### src/rtl/core/qts_pkg.sv
// Shared constants for the quoted token splitter.
package qts_pkg;

  localparam int unsigned CHAR_W = 8;
  localparam int unsigned LEN_W  = 8;

  localparam logic [CHAR_W-1:0] END_CODE   = 8'h00;
  localparam logic [CHAR_W-1:0] QUOTE_CODE = 8'h22;
  localparam logic [CHAR_W-1:0] SPACE_CODE = 8'h20;

endpackage

### src/rtl/core/quoted_token_splitter_unit.sv
// Top level of the quoted token splitter: tokenizer state machine and result register.
// The block splits a character stream into whitespace-separated tokens, one character per
// transfer and one result per character, with double-quoted tokens in which a doubled quote
// stands for a literal quote. Code 0 ends the text. Every byte from 1 to 32 counts as
// whitespace, and bytes beyond MAX_TOKEN_LEN in a token are dropped. A character is taken in
// every cycle unless the output stalls; the tokenizer state and the result register update
// at the transfer, and the result appears in the next cycle. The single result register is
// the only buffering, so the input is ready when it is empty or its result is being taken.
module quoted_token_splitter_unit
  import qts_pkg::*;
#(
  parameter int unsigned MAX_TOKEN_LEN = 255
) (
  input  logic              clk,
  input  logic              rst_n,
  input  logic              in_valid,
  output logic              in_ready,
  input  logic [CHAR_W-1:0] in_char_code,
  output logic              out_valid,
  input  logic              out_ready,
  output logic              out_token_ended,
  output logic              out_byte_valid,
  output logic [CHAR_W-1:0] out_byte,
  output logic              out_text_ended
);

  typedef enum logic [1:0] {
    MODE_NORMAL,
    MODE_OPENED,
    MODE_INSIDE,
    MODE_CLOSED
  } mode_t;

  localparam logic [LEN_W-1:0] MAX_LEN = LEN_W'(MAX_TOKEN_LEN);

  mode_t             mode_r, mode_nxt;
  logic              skip_r, skip_nxt;
  logic [LEN_W-1:0]  len_r, len_nxt;
  logic              out_valid_r;
  logic              ended_r, ended_nxt;
  logic              bvalid_r, bvalid_nxt;
  logic [CHAR_W-1:0] byte_r, byte_nxt;
  logic              tend_r, tend_nxt;

  logic              in_xfer;
  logic              is_quote;
  logic              normal_pass;
  logic              append;
  logic              skip_base;
  logic [LEN_W-1:0]  len_base;

  assign in_ready = !out_valid_r || out_ready;
  assign in_xfer  = in_valid && in_ready;
  assign is_quote = (in_char_code == QUOTE_CODE);

  always_comb begin
    mode_nxt    = mode_r;
    skip_nxt    = skip_r;
    len_nxt     = len_r;
    ended_nxt   = 1'b0;
    bvalid_nxt  = 1'b0;
    byte_nxt    = '0;
    tend_nxt    = 1'b0;
    normal_pass = 1'b0;
    append      = 1'b0;
    skip_base   = skip_r;
    len_base    = len_r;
    if (in_char_code == END_CODE) begin
      tend_nxt = 1'b1;
      mode_nxt = MODE_NORMAL;
      skip_nxt = 1'b1;
      len_nxt  = '0;
    end else begin
      unique case (mode_r)
        MODE_OPENED: begin
          append   = 1'b1;
          mode_nxt = is_quote ? MODE_NORMAL : MODE_INSIDE;
        end
        MODE_INSIDE: begin
          if (is_quote) begin
            mode_nxt = MODE_CLOSED;
          end else begin
            append = 1'b1;
          end
        end
        MODE_CLOSED: begin
          if (is_quote) begin
            append   = 1'b1;
            mode_nxt = MODE_INSIDE;
          end else begin
            ended_nxt   = 1'b1;
            mode_nxt    = MODE_NORMAL;
            skip_base   = 1'b1;
            len_base    = '0;
            skip_nxt    = 1'b1;
            len_nxt     = '0;
            normal_pass = 1'b1;
          end
        end
        default: begin
          normal_pass = 1'b1;
        end
      endcase
      if (normal_pass) begin
        if (is_quote) begin
          skip_nxt = 1'b0;
          mode_nxt = MODE_OPENED;
        end else if (in_char_code > SPACE_CODE) begin
          skip_nxt = 1'b0;
          append   = 1'b1;
        end else if (!skip_base) begin
          ended_nxt = 1'b1;
          mode_nxt  = MODE_NORMAL;
          skip_nxt  = 1'b1;
          len_nxt   = '0;
        end
      end
      if (append && (len_base < MAX_LEN)) begin
        bvalid_nxt = 1'b1;
        byte_nxt   = in_char_code;
        len_nxt    = len_base + LEN_W'(1);
      end
    end
  end

  always_ff @(posedge clk) begin
    if (!rst_n) begin
      mode_r      <= MODE_NORMAL;
      skip_r      <= 1'b1;
      len_r       <= '0;
      out_valid_r <= 1'b0;
    end else begin
      if (in_xfer) begin
        mode_r      <= mode_nxt;
        skip_r      <= skip_nxt;
        len_r       <= len_nxt;
        out_valid_r <= 1'b1;
        ended_r     <= ended_nxt;
        bvalid_r    <= bvalid_nxt;
        byte_r      <= byte_nxt;
        tend_r      <= tend_nxt;
      end else if (out_ready) begin
        out_valid_r <= 1'b0;
      end
    end
  end

  assign out_valid       = out_valid_r;
  assign out_token_ended = ended_r;
  assign out_byte_valid  = bvalid_r;
  assign out_byte        = byte_r;
  assign out_text_ended  = tend_r;

endmodule

### config.mk
export PLATFORM = sky130hd
export DESIGN_NAME = quoted_token_splitter_unit
export DESIGN_NICKNAME = d
export VERILOG_FILES = /design/src/rtl/core/qts_pkg.sv /design/src/rtl/core/quoted_token_splitter_unit.sv
export SDC_FILE = /design/constraint.sdc
export NUM_CORES = 1
export LEC_CHECK = 0
export BUFFER_PORTS_ARGS = -buffer_cell sky130_fd_sc_hd__buf_4
export CAP_MARGIN = 20
export CORE_MARGIN = 2
export CORE_UTILIZATION = 45
export DETAILED_ROUTE_END_ITERATION = 8
export HOLD_SLACK_MARGIN = 0.1
export PLACE_DENSITY = 0.67
export RECOVER_POWER = 50
export SLEW_MARGIN = 20
export SYNTH_ARGS = -nofsm -noshare
export SYNTH_HDL_FRONTEND = slang
export SYNTH_SLANG_ARGS = --single-unit
### constraint.sdc
create_clock -name clk -period 6.9 [get_ports clk]
set_input_delay 0.345 -clock clk [delete_from_list [all_inputs] [get_ports clk]]
set_output_delay 0.345 -clock clk [all_outputs]
set_load 0.005 [all_outputs]
==> impl_metrics.py <==
metrics = {
    "global_route": {
        "first_global_vias": 1133,
        "largest_net_degree_at_the_start_of_global_routing": 14,
        "busiest_layer": "met2",
        "grt-ovfl-total": 0,
        "global_route.usage.total_pct": 18.0,
        "met1_usage_pct": 22.9,
        "grtUsageMet3_pct": 2.84,
        "grt_first_pass_wirelength_um": 4860,
        "number_of_antenna_violations_at_the_first_check_in_global_routing": 0,
        "use_met2_pct": 30.6,
    },
    "cts": {
        "cts_hold_repair.buffers": 0,
        "cts_repair_resize_count": 0,
        "clock_tree.htree_level_count": 1,
        "clock_tree.root_cell": "clkbuf_4",
        "clkLatencyLatePin_ns": 0.32,
        "tritoncts": "built",
        "inserted_clock_buffers": 3,
        "numClockSinks": 23,
        "cts_max_path_buffers": 2,
        "path_clk_slew_ns": 0.14,
        "cts_setup_buffers": 0,
    },
    "final_layout": {
        "fillers": 264,
        "finalNetCount": 193,
        "drive_above_1_share_pct": 20.0,
        "final_core_utilization_pct": 56.5,
        "n_antenna_cell": 0,
        "synthToLayoutAreaGrowth_pct": 16.5,
        "layout.cell_area.non_filler_um2": 1590,
    },
    "worst_setup_path": {
        "cp_num_buf_inv": 0,
        "crit_family": "simple AND/OR/NAND/NOR gates",
        "cp_cell_sequence": "ha_1 > nand2_1 > and2_1 > ha_1 > nand3_1 > a2111oi_4 > nor2_1 > o21ai_1 > o311ai_0",
        "path_max_fanout": 11,
        "critPathArrivalTime_ns": 3.26,
        "worst_path_max_delay_cell": "nor2_1",
        "path_common_cell": "ha_1",
        "cp-end-kind": "register",
        "timing.critical_path.from_type": "register",
        "worst-endpoint-required_ns": 7.13,
        "worstSetupPathType": "reg2reg",
        "cp_slowest_stage_delay_ns": 0.54,
    },
    "routing": {
        "drcViolationCount": 0,
        "first_pass_iters": 4,
        "wl_um": 2830,
        "drt.antenna.violating_nets": 0,
        "drt_first_iter_violations": 45,
        "wl_per_cell_um": 13.7,
        "vias": 1227,
        "vias_per_cell": 5.96,
    },
    "timing": {
        "rsz0062_at_grt": "false",
        "fmax_mhz": 330,
        "timing.slew.headroom_pct": 41.6,
        "timing.final.max_slew_violations": 0,
        "finalSetupViolCount": 0,
        "final.setup_skew_ns": 0.0120,
        "final_hold_viol_count": 0,
        "worstMarginPinSlew_ns": 0.873,
        "totalNegativeSetupSlack_ns": 0,
        "finalHoldWorstSlack_ns": 0.198,
        "timing.final.crit_period_ns": 3.03,
        "layout_worst_path_cycle_share_pct": 43.9,
    },
    "power_and_ir_drop": {
        "power.density_nw_per_um2": 157,
        "leakagePower_nw": 0.612,
        "ir_drop_mv": 0.0733,
    },
    "floorplanning": {
        "fp-row-count": 19,
        "die_span_in_x_um": 59,
        "pin_count": 25,
        "dieHeight_um": 59,
        "die_area_um2": 3480,
        "core_um2": 2810,
        "start_util_pct": 48.5,
    },
    "synth": {
        "synthesis.area_um2": 1360,
        "synth.yosys.warnings": 0,
        "synth_area_per_cell_um2": 9.08,
        "syn-num-nets": 167,
        "share_of_flip_flops_with_an_asynchronous_set_or_reset_pct": 0,
        "syn_inst": 150,
        "synth.yosys.seq_area_share_pct": 41.9,
        "synth-edff-count": 11,
        "ys_seq_elements": 23,
        "count_of_distinct_cell_types_in_the_synthesized_netlist": 44,
        "ys_dominant_reg_cell": "dfxtp_1",
    },
    "placed_design": {
        "hpwl_um": 2160,
        "dpl-instance-area_um2": 1560,
        "gpl.final_weighted_congestion": 0.900,
        "placement.io_buffers": 24,
    },
    "run": {
        "maxCapViolCount": 0,
    },
    "worst_hold_path": {
        "min-delay-path-class": "in2reg",
    },
    "run_status": {
        "status": "completed",
    },
}
## sequential cells by signal, summed over array words and instances (netlist names)
register	flops
out_valid	1
out_token_ended	1
mode_r	2
out_text_ended	1
out_byte	8
skip_r	1
len_r	8
out_byte_valid	1
## cells in the mapped netlist (2+ instances only)
cell | instances | area share, %
inv_1 | 8 | 2.2
a32oi_1 | 4 | 2.6
a21oi_1 | 10 | 3.7
nor2b_1 | 3 | 1.4
o21ai_1 | 2 | 0.74
mux2i_1 | 2 | 1.5
edfxtp_1 | 11 | 24
o21ai_0 | 7 | 2.6
and2_1 | 12 | 5.5
nor3_1 | 3 | 1.1
nand2_1 | 19 | 5.2
dfxtp_1 | 12 | 18
nor3b_1 | 2 | 1.1
nor2_1 | 13 | 3.6
nand3_1 | 7 | 2.6
ha_1 | 5 | 4.6
and3_1 | 3 | 1.4
## cells in the final DEF, fill, tap and decap left out, types with 2 or more instances in the layout
cell type  netlist  layout
a21oi_1         10      10
a32oi_1          4       4
and2_1          12      12
and3_1           3       3
buf_4            1      11
clkbuf_4         0      16
dfxtp_1         12      12
edfxtp_1        11      11
ha_1             5       5
inv_1            8       8
mux2i_1          2       2
nand2_1         19      19
nand3_1          7       7
nor2_1          13      13
nor2b_1          3       3
nor3_1           3       4
nor3b_1          2       2
o21ai_0          7       7
o21ai_1          2       2
## worst reg2reg max path: stages (launching register included)
cell and delay [ns]:
dfxtp_1 0.48, ha_1 0.40, nand2_1 0.21, and2_1 0.24
ha_1 0.25, nand3_1 0.15, a2111oi_4 0.07, nor2_1 0.54
o21ai_1 0.27, o311ai_0 0.34
## where the power goes
part / switching, mW / leakage [nW] / internal (mW)
Combinational: 0.0178 / 0.394 / 0.0156
Clock: 0.0435 / 0.0177 / 0.0217
Sequential: 0.00217 / 0.200 / 0.149
Total: 0.0634 / 0.612 / 0.186
## layout make-up
| class | count | area [µm²] | area share (%) |
|---|---|---|---|
| clock buffer | 3 | 22.5 | 1.42 |
| clock inverter | 1 | 5.00 | 0.316 |
| inverter | 8 | 30.0 | 1.89 |
| multi-input combinational | 116 | 738 | 46.6 |
| sequential | 23 | 571 | 36.0 |
| tap | 31 | 38.8 | 2.45 |
| timing repair buffer | 24 | 180 | 11.4 |
## metal layers
layer	part of all wire, %	vias up
li1	-	602
met4	1.4	0
met1	48	590
met5	0	-
met3	3.9	4
met2	47	31
## cells by family after synthesis
kind of cell / count (synthesis) / synth area share [%]
AOI/OAI and AO/OA: 36 / 19.8
and+or+nand+nor: 73 / 28.8
DFF: 23 / 41.9
buffers and inverters: 11 / 3.49
adders and majority gates: 5 / 4.60
muxes: 2 / 1.47
## path summary, 6_finish.rpt
check / slack (ns) / to / cells past startpoint / from
max: 3.87 / len_r[5]$_SDFFE_PN0P_ / 9 / mode_r[1]$_SDFFE_PN0P_
min: 0.20 / skip_r$_SDFFE_PN1P_ / 2 / rst_n
max reg2reg: 3.87 / len_r[5]$_SDFFE_PN0P_ / 9 / mode_r[1]$_SDFFE_PN0P_
min reg2reg: 0.51 / len_r[1]$_SDFFE_PN0P_ / 1 / len_r[1]$_SDFFE_PN0P_
## metrics by stage
stage | power [mW] | worst slack [ns] | cells
finish | 0.249 | 3.87 | 206
floorplan | 0.172 | 4.20 | 150
global route | 0.259 | 3.60 | 206
CTS | 0.250 | 3.88 | 206
detailed placement | 0.188 | 3.68 | 202
global placement | 0.187 | 3.77 | 202
No activity file was read; power rests on OpenSTA's default activity.
